$ cat src/sv/irpd_pkg.sv
// shared constants and types for the ir pulse-distance byte decoder
package irpd_pkg;

    localparam int DATA_BITS_DEFAULT   = 8;
    localparam int STAMP_WIDTH_DEFAULT = 16;

    localparam int TIME_W     = 16;
    localparam int BYTE_W     = 8;
    localparam int SYMBOL_W   = 2;
    localparam int CFG_INDEX_W = 3;

    localparam logic [SYMBOL_W-1:0] SYM_START = 2'd0;
    localparam logic [SYMBOL_W-1:0] SYM_ZERO  = 2'd1;
    localparam logic [SYMBOL_W-1:0] SYM_ONE   = 2'd2;
    localparam logic [SYMBOL_W-1:0] SYM_ERROR = 2'd3;

    localparam logic [CFG_INDEX_W-1:0] REG_START_MIN = 3'd0;
    localparam logic [CFG_INDEX_W-1:0] REG_START_MAX = 3'd1;
    localparam logic [CFG_INDEX_W-1:0] REG_ZERO_MIN  = 3'd2;
    localparam logic [CFG_INDEX_W-1:0] REG_ZERO_MAX  = 3'd3;
    localparam logic [CFG_INDEX_W-1:0] REG_ONE_MIN   = 3'd4;
    localparam logic [CFG_INDEX_W-1:0] REG_ONE_MAX   = 3'd5;

    localparam logic [TIME_W-1:0] START_MIN_RESET = 16'd56000;
    localparam logic [TIME_W-1:0] START_MAX_RESET = 16'd64000;
    localparam logic [TIME_W-1:0] ZERO_MIN_RESET  = 16'd20000;
    localparam logic [TIME_W-1:0] ZERO_MAX_RESET  = 16'd28000;
    localparam logic [TIME_W-1:0] ONE_MIN_RESET   = 16'd32000;
    localparam logic [TIME_W-1:0] ONE_MAX_RESET   = 16'd40000;

    typedef struct packed {
        logic [TIME_W-1:0] start_min;
        logic [TIME_W-1:0] start_max;
        logic [TIME_W-1:0] zero_min;
        logic [TIME_W-1:0] zero_max;
        logic [TIME_W-1:0] one_min;
        logic [TIME_W-1:0] one_max;
    } irpd_windows_t;

    typedef struct packed {
        logic [SYMBOL_W-1:0] symbol;
        logic                led_on;
        logic                byte_done;
        logic [BYTE_W-1:0]   data_byte;
        logic [TIME_W-1:0]   interval;
    } irpd_result_t;

endpackage

$ cat src/sv/irpd_window_regs.sv
// window bound registers written through the configuration port
module irpd_window_regs
(
    input  logic                                 clk,
    input  logic                                 rst_n,
    input  logic                                 cfg_we,
    input  logic [irpd_pkg::CFG_INDEX_W-1:0]     cfg_index,
    input  logic [irpd_pkg::TIME_W-1:0]          cfg_data,
    output irpd_pkg::irpd_windows_t              windows
);

    irpd_pkg::irpd_windows_t windows_reg;
    irpd_pkg::irpd_windows_t windows_next;

    always_comb
    begin
        windows_next = windows_reg;
        if (cfg_we)
        begin
            case (cfg_index)
                irpd_pkg::REG_START_MIN: windows_next.start_min = cfg_data;
                irpd_pkg::REG_START_MAX: windows_next.start_max = cfg_data;
                irpd_pkg::REG_ZERO_MIN:  windows_next.zero_min  = cfg_data;
                irpd_pkg::REG_ZERO_MAX:  windows_next.zero_max  = cfg_data;
                irpd_pkg::REG_ONE_MIN:   windows_next.one_min   = cfg_data;
                irpd_pkg::REG_ONE_MAX:   windows_next.one_max   = cfg_data;
                default:                 windows_next = windows_reg;
            endcase
        end
    end

    always_ff @(posedge clk or negedge rst_n)
    begin
        if (!rst_n)
        begin
            windows_reg.start_min <= irpd_pkg::START_MIN_RESET;
            windows_reg.start_max <= irpd_pkg::START_MAX_RESET;
            windows_reg.zero_min  <= irpd_pkg::ZERO_MIN_RESET;
            windows_reg.zero_max  <= irpd_pkg::ZERO_MAX_RESET;
            windows_reg.one_min   <= irpd_pkg::ONE_MIN_RESET;
            windows_reg.one_max   <= irpd_pkg::ONE_MAX_RESET;
        end
        else
        begin
            windows_reg <= windows_next;
        end
    end

    assign windows = windows_reg;

endmodule

$ cat src/sv/irpd_classify.sv
// sorts an interval into start, zero bit, one bit or error, first window wins
module irpd_classify #(
    parameter int STAMP_WIDTH = irpd_pkg::STAMP_WIDTH_DEFAULT
)
(
    input  logic [STAMP_WIDTH-1:0]            interval,
    input  irpd_pkg::irpd_windows_t           windows,
    output logic [irpd_pkg::SYMBOL_W-1:0]     symbol
);

    localparam int CW = (STAMP_WIDTH > irpd_pkg::TIME_W) ? STAMP_WIDTH : irpd_pkg::TIME_W;

    logic [CW-1:0] ivl_ext;
    logic          in_start;
    logic          in_zero;
    logic          in_one;

    always_comb
    begin
        ivl_ext = '0;
        for (int i = 0; i < STAMP_WIDTH; i++)
        begin
            ivl_ext[i] = interval[i];
        end
    end

    // inclusive bounds, an inverted window matches nothing
    assign in_start = (ivl_ext >= CW'(windows.start_min)) && (ivl_ext <= CW'(windows.start_max));
    assign in_zero  = (ivl_ext >= CW'(windows.zero_min))  && (ivl_ext <= CW'(windows.zero_max));
    assign in_one   = (ivl_ext >= CW'(windows.one_min))   && (ivl_ext <= CW'(windows.one_max));

    always_comb
    begin
        if (in_start)
        begin
            symbol = irpd_pkg::SYM_START;
        end
        else if (in_zero)
        begin
            symbol = irpd_pkg::SYM_ZERO;
        end
        else if (in_one)
        begin
            symbol = irpd_pkg::SYM_ONE;
        end
        else
        begin
            symbol = irpd_pkg::SYM_ERROR;
        end
    end

endmodule

$ cat src/sv/irpd_frame.sv
// interval measurement and frame state: last stamp, bit count, byte under assembly
module irpd_frame #(
    parameter int DATA_BITS   = irpd_pkg::DATA_BITS_DEFAULT,
    parameter int STAMP_WIDTH = irpd_pkg::STAMP_WIDTH_DEFAULT
)
(
    input  logic                              clk,
    input  logic                              rst_n,
    input  logic                              advance,
    input  logic [irpd_pkg::TIME_W-1:0]       capture_time,
    input  irpd_pkg::irpd_windows_t           windows,
    output irpd_pkg::irpd_result_t            result
);

    localparam int BW = $clog2(DATA_BITS + 1);
    localparam int PW = (BW > 4) ? BW : 4;

    logic [STAMP_WIDTH-1:0]        last_stamp_reg;
    logic [STAMP_WIDTH-1:0]        last_stamp_next;
    logic [BW-1:0]                 bits_left_reg;
    logic [BW-1:0]                 bits_left_next;
    logic [irpd_pkg::BYTE_W-1:0]   shift_byte_reg;
    logic [irpd_pkg::BYTE_W-1:0]   shift_byte_next;

    logic [STAMP_WIDTH-1:0]        stamp;
    logic [STAMP_WIDTH-1:0]        ivl;
    logic [irpd_pkg::SYMBOL_W-1:0] symbol;
    logic                          frame_open;
    logic                          is_data;
    logic                          last_bit;

    always_comb
    begin
        stamp = '0;
        for (int i = 0; i < STAMP_WIDTH; i++)
        begin
            if (i < irpd_pkg::TIME_W)
            begin
                stamp[i] = capture_time[i];
            end
        end
    end

    // wraps modulo 2^STAMP_WIDTH
    assign ivl = stamp - last_stamp_reg;

    irpd_classify #(
        .STAMP_WIDTH (STAMP_WIDTH)
    ) u_classify (
        .interval (ivl),
        .windows  (windows),
        .symbol   (symbol)
    );

    assign frame_open = (bits_left_reg != '0);
    assign is_data    = (symbol == irpd_pkg::SYM_ZERO) || (symbol == irpd_pkg::SYM_ONE);
    assign last_bit   = is_data && (bits_left_reg == BW'(1));

    always_comb
    begin
        last_stamp_next = stamp;
        bits_left_next  = bits_left_reg;
        shift_byte_next = shift_byte_reg;
        case (symbol)
            irpd_pkg::SYM_START:
            begin
                shift_byte_next = '0;
                bits_left_next  = BW'(DATA_BITS);
            end
            irpd_pkg::SYM_ZERO, irpd_pkg::SYM_ONE:
            begin
                // data bits outside a frame leave the bit count and byte alone
                if (frame_open)
                begin
                    bits_left_next = bits_left_reg - BW'(1);
                    for (int i = 0; i < irpd_pkg::BYTE_W; i++)
                    begin
                        if ((symbol == irpd_pkg::SYM_ONE) &&
                            (PW'(bits_left_reg) == PW'(i + 1)))
                        begin
                            shift_byte_next[i] = 1'b1;
                        end
                    end
                end
            end
            default:
            begin
                bits_left_next = '0;
            end
        endcase
    end

    always_ff @(posedge clk or negedge rst_n)
    begin
        if (!rst_n)
        begin
            last_stamp_reg <= '0;
            bits_left_reg  <= '0;
            shift_byte_reg <= '0;
        end
        else if (advance)
        begin
            last_stamp_reg <= last_stamp_next;
            bits_left_reg  <= bits_left_next;
            shift_byte_reg <= shift_byte_next;
        end
    end

    always_comb
    begin
        result.symbol    = symbol;
        result.byte_done = last_bit;
        result.data_byte = shift_byte_next;
        result.led_on    = ((symbol == irpd_pkg::SYM_START) ||
                            (symbol == irpd_pkg::SYM_ONE)) && !last_bit;
        result.interval  = '0;
        for (int i = 0; i < irpd_pkg::TIME_W; i++)
        begin
            if (i < STAMP_WIDTH)
            begin
                result.interval[i] = ivl[i];
            end
        end
    end

endmodule

$ cat src/sv/ir_pulse_distance_byte_decoder.sv
// ir pulse-distance byte decoder: input register, decode logic, result register
// path: a stamp taken into the input register is decoded and then held in the result register
// throughput: one stamp per cycle while the output is not stalled, set by the single compare-and-update pass
// a stalled result holds while the input register can still take one more stamp
// reset: async active low, clears frame state, last stamp and valids, loads window defaults
module ir_pulse_distance_byte_decoder #(
    parameter int DATA_BITS   = irpd_pkg::DATA_BITS_DEFAULT,
    parameter int STAMP_WIDTH = irpd_pkg::STAMP_WIDTH_DEFAULT
)
(
    input  logic                                 clk,
    input  logic                                 rst_n,
    input  logic                                 cfg_we,
    input  logic [irpd_pkg::CFG_INDEX_W-1:0]     cfg_index,
    input  logic [irpd_pkg::TIME_W-1:0]          cfg_data,
    input  logic                                 in_valid,
    output logic                                 in_stall,
    input  logic [irpd_pkg::TIME_W-1:0]          capture_time,
    output logic                                 out_valid,
    input  logic                                 out_stall,
    output logic [irpd_pkg::SYMBOL_W-1:0]        symbol,
    output logic                                 led_on,
    output logic                                 byte_done,
    output logic [irpd_pkg::BYTE_W-1:0]          data_byte,
    output logic [irpd_pkg::TIME_W-1:0]          interval
);

    irpd_pkg::irpd_windows_t        windows;
    irpd_pkg::irpd_result_t         result;
    irpd_pkg::irpd_result_t         result_reg;

    logic                           s1_valid_reg;
    logic                           s1_valid_next;
    logic [irpd_pkg::TIME_W-1:0]    capture_reg;
    logic                           out_valid_reg;
    logic                           out_valid_next;
    logic                           out_open;
    logic                           advance;
    logic                           in_take;

    irpd_window_regs u_window_regs (
        .clk       (clk),
        .rst_n     (rst_n),
        .cfg_we    (cfg_we),
        .cfg_index (cfg_index),
        .cfg_data  (cfg_data),
        .windows   (windows)
    );

    irpd_frame #(
        .DATA_BITS   (DATA_BITS),
        .STAMP_WIDTH (STAMP_WIDTH)
    ) u_frame (
        .clk          (clk),
        .rst_n        (rst_n),
        .advance      (advance),
        .capture_time (capture_reg),
        .windows      (windows),
        .result       (result)
    );

    assign out_open = !out_valid_reg || !out_stall;
    assign advance  = s1_valid_reg && out_open;
    assign in_stall = s1_valid_reg && !out_open;
    assign in_take  = in_valid && !in_stall;

    always_comb
    begin
        s1_valid_next  = in_take || (s1_valid_reg && !advance);
        out_valid_next = advance || (out_valid_reg && out_stall);
    end

    always_ff @(posedge clk or negedge rst_n)
    begin
        if (!rst_n)
        begin
            s1_valid_reg  <= 1'b0;
            out_valid_reg <= 1'b0;
        end
        else
        begin
            s1_valid_reg  <= s1_valid_next;
            out_valid_reg <= out_valid_next;
        end
    end

    always_ff @(posedge clk)
    begin
        if (in_take)
        begin
            capture_reg <= capture_time;
        end
        if (advance)
        begin
            result_reg <= result;
        end
    end

    assign out_valid = out_valid_reg;
    assign symbol    = result_reg.symbol;
    assign led_on    = result_reg.led_on;
    assign byte_done = result_reg.byte_done;
    assign data_byte = result_reg.data_byte;
    assign interval  = result_reg.interval;

`ifndef SYNTHESIS
    // a finished byte only comes from a data bit, and it turns the led off
    a_done_is_data: assert property (@(posedge clk) disable iff (!rst_n)
        (out_valid && byte_done) |->
            ((symbol == irpd_pkg::SYM_ZERO) || (symbol == irpd_pkg::SYM_ONE)))
        else $error("byte_done on a non-data symbol");

    a_done_led_off: assert property (@(posedge clk) disable iff (!rst_n)
        (out_valid && byte_done) |-> !led_on)
        else $error("led lit on frame end");

    a_start_led_on: assert property (@(posedge clk) disable iff (!rst_n)
        (out_valid && (symbol == irpd_pkg::SYM_START)) |-> led_on)
        else $error("led dark on start");

    // the input side only backs up when both stages are full
    a_stall_full: assert property (@(posedge clk) disable iff (!rst_n)
        in_stall |-> (s1_valid_reg && out_valid_reg && out_stall))
        else $error("input stalled with room in the pipe");
`endif

endmodule

$ cat config.mk
export PLATFORM = sky130hd
export DESIGN_NAME = ir_pulse_distance_byte_decoder
export DESIGN_NICKNAME = d
export VERILOG_FILES = /design/src/sv/irpd_pkg.sv /design/src/sv/irpd_window_regs.sv /design/src/sv/irpd_classify.sv /design/src/sv/irpd_frame.sv /design/src/sv/ir_pulse_distance_byte_decoder.sv
export SDC_FILE = /design/constraint.sdc
export NUM_CORES = 1
export LEC_CHECK = 0
export ABC_AREA = 1
export BUFFER_PORTS_ARGS = -buffer_cell sky130_fd_sc_hd__buf_4
export CAP_MARGIN = 15
export CORE_MARGIN = 3
export CORE_UTILIZATION = 61
export DETAILED_ROUTE_END_ITERATION = 8
export PLACE_DENSITY = 0.8
export SYNTH_ARGS = -nofsm -noshare
export SYNTH_HDL_FRONTEND = slang
export SYNTH_SLANG_ARGS = --single-unit
export TNS_END_PERCENT = 5
$ cat constraint.sdc
create_clock -name clk -period 4.9 [get_ports clk]
set_clock_uncertainty 0.15 [all_clocks]
set_input_delay 1.225 -clock clk [delete_from_list [all_inputs] [get_ports clk]]
set_output_delay 1.225 -clock clk [all_outputs]
set_load 0.03 [all_outputs]
==> results.sh, run 1 <==
export IMPL_outcome="finished, violations left"
export IMPL_violations="design-rule violations"
export IMPL_nets=1308
export IMPL_synth_seq_cells=170
export IMPL_reg2reg_to="u_frame.shift_byte_reg[7]"
export IMPL_report_final_setup_viol=0
export IMPL_worstPathMaxFanout=7
export IMPL_relSlewSlack_pct=23.7
export IMPL_min_delay_path_class="flop to flop"
export IMPL_holdWs_ns=0.327
export IMPL_worst_ep_arrival_time_ns=4.78
export IMPL_hold_violations=0
export IMPL_drt_iter0_drc=632
export IMPL_dp_cells=1314
export IMPL_clock_latency_ns=0.43
export IMPL_cp_required_ns=5.10
export IMPL_yosysSeqAreaShare_pct=47.6
export IMPL_wl_met2_mm=10.3
export IMPL_synth_fp_nets=1225
export IMPL_layout_commonest_cell="nand2_1"
export IMPL_crit_reg2reg_launch="capture_reg[2]"
export IMPL_drv_slew=0
export IMPL_p_total_mw=6.79
export IMPL_final_antenna_net_count=0
export IMPL_antenna_found_initial=0
export IMPL_dr_max_layer_used="met4"
export IMPL_synth_distinct_cells=40
export IMPL_internal_power_mw=4.00
export IMPL_utilization_pct=73.7
export IMPL_instances_no_fill=1346
export IMPL_die_w_um=131
export IMPL_wl_met3_mm=1.30
export IMPL_port_buffers=69
export IMPL_ir_drop_uv=366
export IMPL_startpoint_type="flop"
export IMPL_ys_flop_type="dfrtp_1"
export IMPL_hold_start="u_window_regs.windows[57]"
export IMPL_power_density_nw_per_um2=619
export IMPL_place_gp_congestion=0.889
export IMPL_synthArstFlopShare_pct=74.1
export IMPL_tightest_slew_ns=1.14
export IMPL_cp_end_kind="flop"
export IMPL_clkPwrFrac_pct=21.8
export IMPL_drv_cap=0
export IMPL_htreeDepth=4
export IMPL_clk_pin_slew_ns=0.07
export IMPL_dr_total_vias=7356
export IMPL_synth_edf_count=44
export IMPL_achievable_frequency_mhz=218
export IMPL_fin_crit_ns=4.59
export IMPL_clockRootBuffer="clkbuf_16"
export IMPL_switching_share_pct=41.0
export IMPL_firstDrtPassIters=7
export IMPL_cts_made_buffers=17
export IMPL_r2r_cells=24
export IMPL_drive_gt1_share_pct=16.2
export IMPL_syn_area_per_cell_um2=8.90
export IMPL_vias_per_cell=5.47
export IMPL_netlist_area_um2=9490
export IMPL_p_leak_nw=5.42
export IMPL_grt_pass1_wl_mm=34.9
export IMPL_reg2reg_slack_ns=0.31
export IMPL_grt_max_degree=77
export IMPL_m1WireLength_mm=9.20
export IMPL_place_hpwl_mm=14.7
export IMPL_grt_pass1_vias=7029
export IMPL_wirelength_mm=21.4
export IMPL_largest_reg_flops=96
export IMPL_core_area_um2=14900
export IMPL_synthToLayoutAreaGrowth_pct=15.6
export IMPL_grt_util_all_layers_pct=26.5
export IMPL_yosys_warnings=0
export IMPL_synthCells=1066
export IMPL_cts_sinks=170
export IMPL_drc_errors=1
export IMPL_layout_common_cells="nand2_1, inv_1, ha_1"
export IMPL_min_to="u_window_regs.windows[57]"
export IMPL_register_area_um2=4520
export IMPL_diodes=0
export IMPL_rows=44
export IMPL_seq_power_share_pct=29.6
export IMPL_fillerInstances=1073
export IMPL_fin_tns_setup_ns=0
export IMPL_cts_tree="built"
export IMPL_io_pins=70
export IMPL_finalCritPeriodShare_pct=93.6
export IMPL_multi_input_comb_area_um2=4220
export IMPL_grt_overflow=0
export IMPL_wl_per_cell_um=15.9
export IMPL_power_frac_comb_pct=48.6
export IMPL_clk_path_buf_depth=2
export IMPL_hold_depth=2
export IMPL_critical_path_class="flop to flop"
export IMPL_p_sw_mw=2.78
export IMPL_fp_dieH_um=131
export IMPL_die_area_um2=17100
export IMPL_start_util_pct=63.8
==> cell usage after synthesis, drive strengths merged, types with 2 or more instances <==
library cell / n / area (um^2)
o21a: 4 / 30.0
edfxtp: 44 / 1320
inv: 183 / 687
clkbuf: 18 / 67.6
dfstp: 36 / 946
xor2: 9 / 78.8
xnor2: 5 / 43.8
a21o: 5 / 37.5
a21boi: 2 / 18.8
nor2: 43 / 169
dfrtp: 90 / 2250
nand3: 19 / 95.1
o22ai: 2 / 12.5
nand2: 248 / 933
buf: 4 / 18.8
a21oi: 62 / 340
nand4: 10 / 62.6
ha: 118 / 1480
o21bai: 6 / 45.0
a31oi: 2 / 18.8
o21ai: 141 / 732
nor3: 8 / 40.0
==> critical path, cell delays in order, from the launching register on <==
cell and delay (ns):
edfxtp_1 0.40, ha_1 0.40, nand3b_1 0.12, nand2_2 0.14
a31oi_2 0.14, xnor2_1 0.79, ha_1 0.42, nand2_1 0.08
inv_1 0.04, nor3_1 0.20, nand2_1 0.11, nand2_1 0.07
nand2_1 0.05, nand2_1 0.06, nand2_1 0.09, nand2_1 0.14
inv_1 0.08, ha_1 0.22, inv_2 0.07, nand2_1 0.10
nor2_1 0.14, nand3_1 0.13, a21oi_2 0.19, nand2_1 0.07
o21ai_1 0.11
==> worst max-delay path by stage <==
stage	start	to	slack, ns	cells after the start
after floorplan	u_frame.last_stamp_reg[0]	data_byte[0]	0.99	21
after global placement	capture_reg[0]	u_frame.shift_byte_reg[1]	0.52	25
after detailed placement	capture_reg[0]	u_frame.shift_byte_reg[7]	0.37	25
after CTS	capture_reg[0]	u_frame.shift_byte_reg[7]	0.27	24
after global routing	capture_reg[4]	u_frame.shift_byte_reg[7]	-0.01	28
final	capture_reg[2]	u_frame.shift_byte_reg[7]	0.31	24
==> cells by family (layout without fill, tap and decap cells) <==
kind of cell | after synthesis | in the layout | share of synthesized area, %
buffers and inverters | 207 | 303 | 8.27
AOI/OAI and AO/OA | 226 | 226 | 13.2
adders and majority gates | 119 | 119 | 15.8
and+or+nand+nor | 330 | 330 | 13.8
DFF | 170 | 170 | 47.6
xor gates and xnor gates | 14 | 14 | 1.29
==> stage by stage <==
stage	area (um^2)	setup WS [ns]
after detailed placement	10300	0.369
final	11000	0.315
after CTS	10900	0.272
after global placement	10300	0.520
after floorplan	9490	0.988
after global routing	11000	-0.0148
==> layer usage <==
layer / track usage, % / vias to the layer above
li1: - / 3635
met1: 35.6 / 3451
met2: 42.7 / 224
met3: 4.88 / 46
met4: 10.6 / 0
met5: 0 / -
==> area by class of cell <==
type | count | share of cell area (%)
clock inverter | 13 | 1.70
inverter | 185 | 6.37
clock buffer | 19 | 4.23
timing repair buffer | 86 | 5.89
tap | 184 | 2.10
multi-input combinational | 689 | 38.5
sequential | 170 | 41.2
==> what timing repair did <==
action,4_1_cts,5_1_grt
endpoints found under the hold margin,0,0
hold buffers,0,0
endpoints found under the setup margin,0,10
setup buffers,0,0
gates resized for setup,0,7
==> power by group through the flow <==
stage | Sequential (mW) | Combinational, mW | Clock [mW]
after floorplan | 2.14 | 2.10 | 0
after global placement | 2.02 | 3.08 | 0
after detailed placement | 2.02 | 3.19 | 0
after CTS | 2.01 | 3.26 | 1.49
after global routing | 2.04 | 3.76 | 1.55
final | 2.01 | 3.30 | 1.48
Note: power is estimated with default switching activity, not from simulation.
==> run 2: changes to the inputs <==
==> constraint.sdc (replaced) <==
create_clock -name clk -period 4.45 [get_ports clk]
set_clock_uncertainty 0.15 [all_clocks]
set_input_delay 1.1125 -clock clk [delete_from_list [all_inputs] [get_ports clk]]
set_output_delay 1.1125 -clock clk [all_outputs]
set_load 0.03 [all_outputs]
==> run 2 against run 1 <==
  * The run now ends clean
  * Largest cell class unchanged
  * Cell count up 0.37%
  * Via count up 1.7%
  * Worst hold slack worse by 0.0036 ns
  * Wire length up 4.4%
==> results.sh, run 2 (synthesized netlist as in run 1, its figures left out) <==
export IMPL_drv_cap=0
export IMPL_layout_commonest_cell="nand2_1"
export IMPL_synthToLayoutAreaGrowth_pct=17.3
export IMPL_dp_cells=1313
export IMPL_clk_pin_slew_ns=0.07
export IMPL_layout_common_cells="nand2_1, inv_1, ha_1"
export IMPL_wirelength_mm=22.4
export IMPL_critical_path_cell_chain="ha_4, a21o_1, a21oi_1, o21bai_1, a21oi_1, o21ai_2, xor2_2, buf_4, ha_1, nand4_1, nor3_1, nand3_1, nand3_1, nand2_2, nand2_1, nand2_2, ha_1, inv_1, o21ai_1, inv_2, nand3_1, o22ai_1"
export IMPL_drive_gt1_share_pct=18.5
export IMPL_drv_slew=0
export IMPL_hold_violations=0
export IMPL_diodes=0
export IMPL_m1WireLength_mm=9.62
export IMPL_htreeDepth=4
export IMPL_min_delay_path_class="flop to flop"
export IMPL_grt_util_all_layers_pct=26.6
export IMPL_cts_tree="built"
export IMPL_dr_max_layer_used="met4"
export IMPL_reg2reg_to="u_frame.bits_left_reg[1]"
export IMPL_p_leak_nw=5.42
export IMPL_cp_required_ns=4.65
export IMPL_achievable_frequency_mhz=236
export IMPL_wl_per_cell_um=16.6
export IMPL_clock_latency_ns=0.43
export IMPL_outcome="finished clean"
export IMPL_io_pins=70
export IMPL_report_final_setup_viol=0
export IMPL_rows=44
export IMPL_antenna_found_initial=0
export IMPL_cp_top_family="compound AO/OA/AOI/OAI gates"
export IMPL_place_gp_congestion=0.889
export IMPL_drt_iter0_drc=526
export IMPL_hold_start="u_window_regs.windows[11]"
export IMPL_wl_met3_mm=1.31
export IMPL_critical_path_class="flop to flop"
export IMPL_utilization_pct=74.8
export IMPL_critPathMaxStageDelay_ns=0.44
export IMPL_grt_max_degree=85
export IMPL_fillerInstances=1035
export IMPL_power_density_nw_per_um2=679
export IMPL_r2r_cells=22
export IMPL_fp_dieH_um=131
export IMPL_p_total_mw=7.55
export IMPL_drc_errors=0
export IMPL_vias_per_cell=5.54
export IMPL_startpoint_type="flop"
export IMPL_crit_top_cell="nand3_1"
export IMPL_fin_crit_ns=4.24
export IMPL_grt_overflow=0
export IMPL_core_area_um2=14900
export IMPL_dr_total_vias=7479
export IMPL_crit_reg2reg_launch="capture_reg[11]"
export IMPL_start_util_pct=63.8
export IMPL_worstPathMaxFanout=7
export IMPL_min_to="u_window_regs.windows[11]"
export IMPL_grt_pass1_vias=7272
export IMPL_cp_end_kind="flop"
export IMPL_place_hpwl_mm=15.0
export IMPL_cts_made_buffers=17
export IMPL_wl_met2_mm=10.9
export IMPL_firstDrtPassIters=5
export IMPL_ir_drop_uv=428
export IMPL_relSlewSlack_pct=23.4
export IMPL_holdBufCountCts=0
export IMPL_reg2reg_slack_ns=0.21
export IMPL_grt_pass1_wl_mm=35.2
export IMPL_clk_path_buf_depth=2
export IMPL_nets=1313
export IMPL_cts_sinks=170
export IMPL_path_buf_inv=3
export IMPL_instances_no_fill=1351
export IMPL_port_buffers=69
export IMPL_die_w_um=131
export IMPL_largest_reg_flops=96
export IMPL_final_antenna_net_count=0
export IMPL_tightest_slew_ns=1.15
export IMPL_hold_depth=2
export IMPL_die_area_um2=17100
export IMPL_worst_ep_arrival_time_ns=4.44
export IMPL_cpMaxStageDelayCell="edfxtp_1"
export IMPL_finalCritPeriodShare_pct=95.3
export IMPL_clockRootBuffer="clkbuf_16"
run 2: area by class of cell:
type	instances	area [um^2]	area share, %
Multi-Input combinational cell	689	4420	39.7
Timing Repair Buffer	91	703	6.32
Clock buffer	18	429	3.86
Tap cell	184	230	2.07
Clock inverter	14	124	1.11
Inverter	185	698	6.28
Sequential cell	170	4520	40.6
run 2: through the flow:
stage | area, um^2 | worst slack (ns) | setup TNS (ns) | hold WS [ns]
floorplan | 9490 | 0.538 | 0 | 0.298
global placement | 10300 | 0.0740 | 0 | 0.307
detailed placement | 10300 | 0.0223 | 0 | 0.315
CTS | 10800 | 0.0116 | 0 | 0.325
global route | 11100 | -0.152 | -1.01 | 0.335
finish | 11100 | 0.208 | 0 | 0.323
run 2: worst max path at each step:
stage	start	endpoint	slack, ns	cells after the start
final	capture_reg[11]	u_frame.bits_left_reg[1]	0.21	22
after global routing	capture_reg[11]	u_frame.shift_byte_reg[4]	-0.15	26
after CTS	capture_reg[2]	u_frame.shift_byte_reg[3]	0.01	24
after detailed placement	u_frame.last_stamp_reg[0]	u_frame.shift_byte_reg[6]	0.02	24
after global placement	capture_reg[0]	u_frame.shift_byte_reg[6]	0.07	25
after floorplan	u_frame.last_stamp_reg[0]	data_byte[0]	0.54	21
run 2: routing by layer:
layer | vias up | track usage (%)
met1 | 3550 | 35.8
met3 | 52 | 5.24
met4 | 0 | 8.47
met2 | 227 | 43.9
met5 | - | 0
li1 | 3650 | -
run 2: worst register-to-register path, stage by stage, from the launching register on:
cell,delay [ns]
edfxtp_1,0.44
ha_4,0.29
a21o_1,0.22
a21oi_1,0.14
o21bai_1,0.10
a21oi_1,0.21
o21ai_2,0.12
xor2_2,0.18
buf_4,0.16
ha_1,0.31
nand4_1,0.14
nor3_1,0.26
nand3_1,0.12
nand3_1,0.11
nand2_2,0.08
nand2_1,0.11
nand2_2,0.07
ha_1,0.37
inv_1,0.13
o21ai_1,0.09
inv_2,0.15
nand3_1,0.09
o22ai_1,0.12
run 2: timing repair:
action / CTS / global route
gates resized for setup: 2 / 40
endpoints found under the setup margin: 5 / 22
buffers inserted: 0 / 5
pin swaps: 0 / 9
run 2: where the power goes:
part | total [mW] | internal (mW) | switching [mW] | leakage, nW
Clock | 1.41 | 0.772 | 0.637 | 0.258
Sequential | 2.22 | 2.05 | 0.172 | 1.94
Combinational | 3.92 | 1.49 | 2.43 | 3.22
==> run 3: changes to the inputs <==
--- a/config.mk
+++ b/config.mk
@@ -8,7 +8,6 @@
 export ABC_AREA = 1
 export BUFFER_PORTS_ARGS = -buffer_cell sky130_fd_sc_hd__buf_4
 export CAP_MARGIN = 15
-export CORE_MARGIN = 3
 export CORE_UTILIZATION = 61
 export DETAILED_ROUTE_END_ITERATION = 8
 export PLACE_DENSITY = 0.8
==> run 3 against run 2 <==
  * Global-route usage increased by 2.3 points
  * Worst hold slack worse by 0.00076 ns
  * Die area down 6.0%
  * Sequential power barely moved
  * Flip-flop and latch count is the same
  * Sequential share of layout area decreased by 0.22 points
  * Power is essentially flat
  * Cell count increased by 0.22%
  * Highest routed layer unchanged
  * Critical endpoint is now u_frame.shift_byte_reg[4]
  * Non-clock buffer count is 1 lower
  * First-iteration DRC count up 16%
  * Via count rose by 0.55%
  * Register-to-register slack got worse by 0.02 ns
==> results.sh, run 3 (synthesized netlist as in run 1, its figures left out) <==
export IMPL_final_antenna_net_count=0
export IMPL_critical_path_class="flop to flop"
export IMPL_holdWs_ns=0.322
export IMPL_dp_cells=1313
export IMPL_power_frac_comb_pct=51.9
export IMPL_cp_end_kind="flop"
export IMPL_firstDrtPassIters=5
export IMPL_clk_pin_slew_ns=0.06
export IMPL_clockRootBuffer="clkbuf_16"
export IMPL_grt_pass1_vias=7397
export IMPL_startpoint_type="flop"
export IMPL_fin_crit_ns=4.26
export IMPL_drv_cap=0
export IMPL_report_final_setup_viol=0
export IMPL_finalCritPeriodShare_pct=95.7
export IMPL_dpl_cell_area_um2=10300
export IMPL_ir_drop_uv=407
export IMPL_min_delay_path_class="flop to flop"
export IMPL_cpMaxStageDelayCell="fa_2"
export IMPL_holdBufCountCts=0
export IMPL_fp_dieH_um=127
export IMPL_seq_power_share_pct=29.4
export IMPL_drc_errors=0
export IMPL_clk_path_buf_depth=2
export IMPL_crit_top_cell="nand2_1"
export IMPL_largest_reg_flops=96
export IMPL_die_w_um=127
export IMPL_vias_per_cell=5.55
export IMPL_drt_iter0_drc=608
export IMPL_p_sw_mw=3.20
export IMPL_grt_max_degree=66
export IMPL_relSlewSlack_pct=23.9
export IMPL_die_area_um2=16100
export IMPL_core_area_um2=15200
export IMPL_outcome="finished clean"
export IMPL_clock_latency_ns=0.44
export IMPL_p_leak_nw=5.43
export IMPL_drive_gt1_share_pct=19.2
export IMPL_antenna_found_initial=0
export IMPL_cts_sinks=170
export IMPL_htreeDepth=4
export IMPL_place_gp_congestion=0.905
export IMPL_layout_commonest_cell="nand2_1"
export IMPL_internal_power_mw=4.34
export IMPL_grt_overflow=0
export IMPL_grt_util_all_layers_pct=28.9
export IMPL_fin_tns_setup_ns=0
export IMPL_tightest_slew_ns=1.14
export IMPL_port_buffers=69
export IMPL_dr_total_vias=7520
export IMPL_start_util_pct=62.4
export IMPL_worstPathMaxFanout=7
export IMPL_layout_common_cells="nand2_1, inv_1, ha_1"
export IMPL_switching_share_pct=42.4
export IMPL_wl_per_cell_um=16.5
export IMPL_power_density_nw_per_um2=675
export IMPL_p_total_mw=7.54
export IMPL_utilization_pct=73.6
export IMPL_reg2reg_slack_ns=0.19
export IMPL_pre_cts_slack_ns=-0.0971
export IMPL_synthToLayoutAreaGrowth_pct=17.9
export IMPL_cts_made_buffers=17
export IMPL_rows=45
export IMPL_hold_violations=0
export IMPL_place_hpwl_mm=15.2
export IMPL_wirelength_mm=22.3
export IMPL_critPathMaxStageDelay_ns=0.42
export IMPL_grt_pass1_wl_mm=35.6
export IMPL_worst_ep_arrival_time_ns=4.45
export IMPL_diodes=0
export IMPL_clkPwrFrac_pct=18.7
export IMPL_cts_tree="built"
export IMPL_cp_required_ns=4.65
export IMPL_fin_ws_ns=0.193
export IMPL_nets=1312
export IMPL_finalInstanceArea_um2=11200
export IMPL_achievable_frequency_mhz=235
export IMPL_io_pins=70
export IMPL_drv_slew=0
export IMPL_instances_no_fill=1354
## run 3: cell types whose count changed in the layout (fill, tap and decap cells not counted), moves of 2 or more
cell | previous run | this run
ha_1 | 112 | 107
clkbuf_1 | 1 | 5
ha_2 | 1 | 5
a21oi_1 | 50 | 47
clkbuf_8 | 0 | 3
clkinvlp_4 | 6 | 3
a21oi_2 | 9 | 11
buf_4 | 89 | 87
inv_6 | 2 | 0
nand2_1 | 243 | 241
nand2_2 | 4 | 6
xor2_1 | 7 | 5
xor2_2 | 1 | 3
## run 3: worst max-delay path: cells and delay by family, from the launching register on
family	cells	cell delay, ns
compound gates	5	0.67
buf+inv	5	0.48
xor+xnor	1	0.14
fa+ha+maj	4	1.12
flops	1	0.39
simple gates	13	1.22
## run 3: path summary, 6_finish.rpt
check                                       endpoint                       from  cells after the start
max in group asynchronous  u_window_regs.windows[37]                      rst_n                      2
max                        u_frame.shift_byte_reg[4]  u_frame.last_stamp_reg[0]                     28
min in group asynchronous  u_frame.shift_byte_reg[3]                      rst_n                      1
max reg2reg                u_frame.shift_byte_reg[4]  u_frame.last_stamp_reg[0]                     28
min reg2reg                u_window_regs.windows[42]  u_window_regs.windows[42]                      2
min                        u_window_regs.windows[42]  u_window_regs.windows[42]                      2
## run 3: timing repair
item / CTS / global route
buffers inserted: 0 / 8
setup endpoints to repair: 14 / 21
gates resized for setup: 5 / 49
pin swaps: 0 / 9
## run 3: power groups by stage
stage	sequential, mW	combinational, mW	clock (mW)
2_1_floorplan	2.36	2.31	0
3_3_place_gp	2.22	3.40	0
3_5_place_dp	2.24	3.53	0
4_1_cts	2.21	3.60	1.42
5_1_grt	2.25	4.40	1.49
6_report	2.22	3.92	1.41
## run 3: routing by layer
| layer | vias to the layer above | wire length [um] | GRT usage [%] |
|---|---|---|---|
| met1 | 3578 | 9490 | 36.3 |
| li1 | 3638 | - | - |
| met2 | 234 | 10900 | 48.6 |
| met4 | 0 | 792 | 12.5 |
| met5 | - | 0 | 0 |
| met3 | 70 | 1080 | 6.28 |
## run 3: cell type report
cell class,instances,area [um^2]
Sequential cell,170,4520
Timing Repair Buffer,90,708
Multi-Input combinational cell,689,4470
Inverter,185,698
Clock buffer,25,485
Tap cell,188,235
Fill cell,1103,4020
Clock inverter,7,68.8
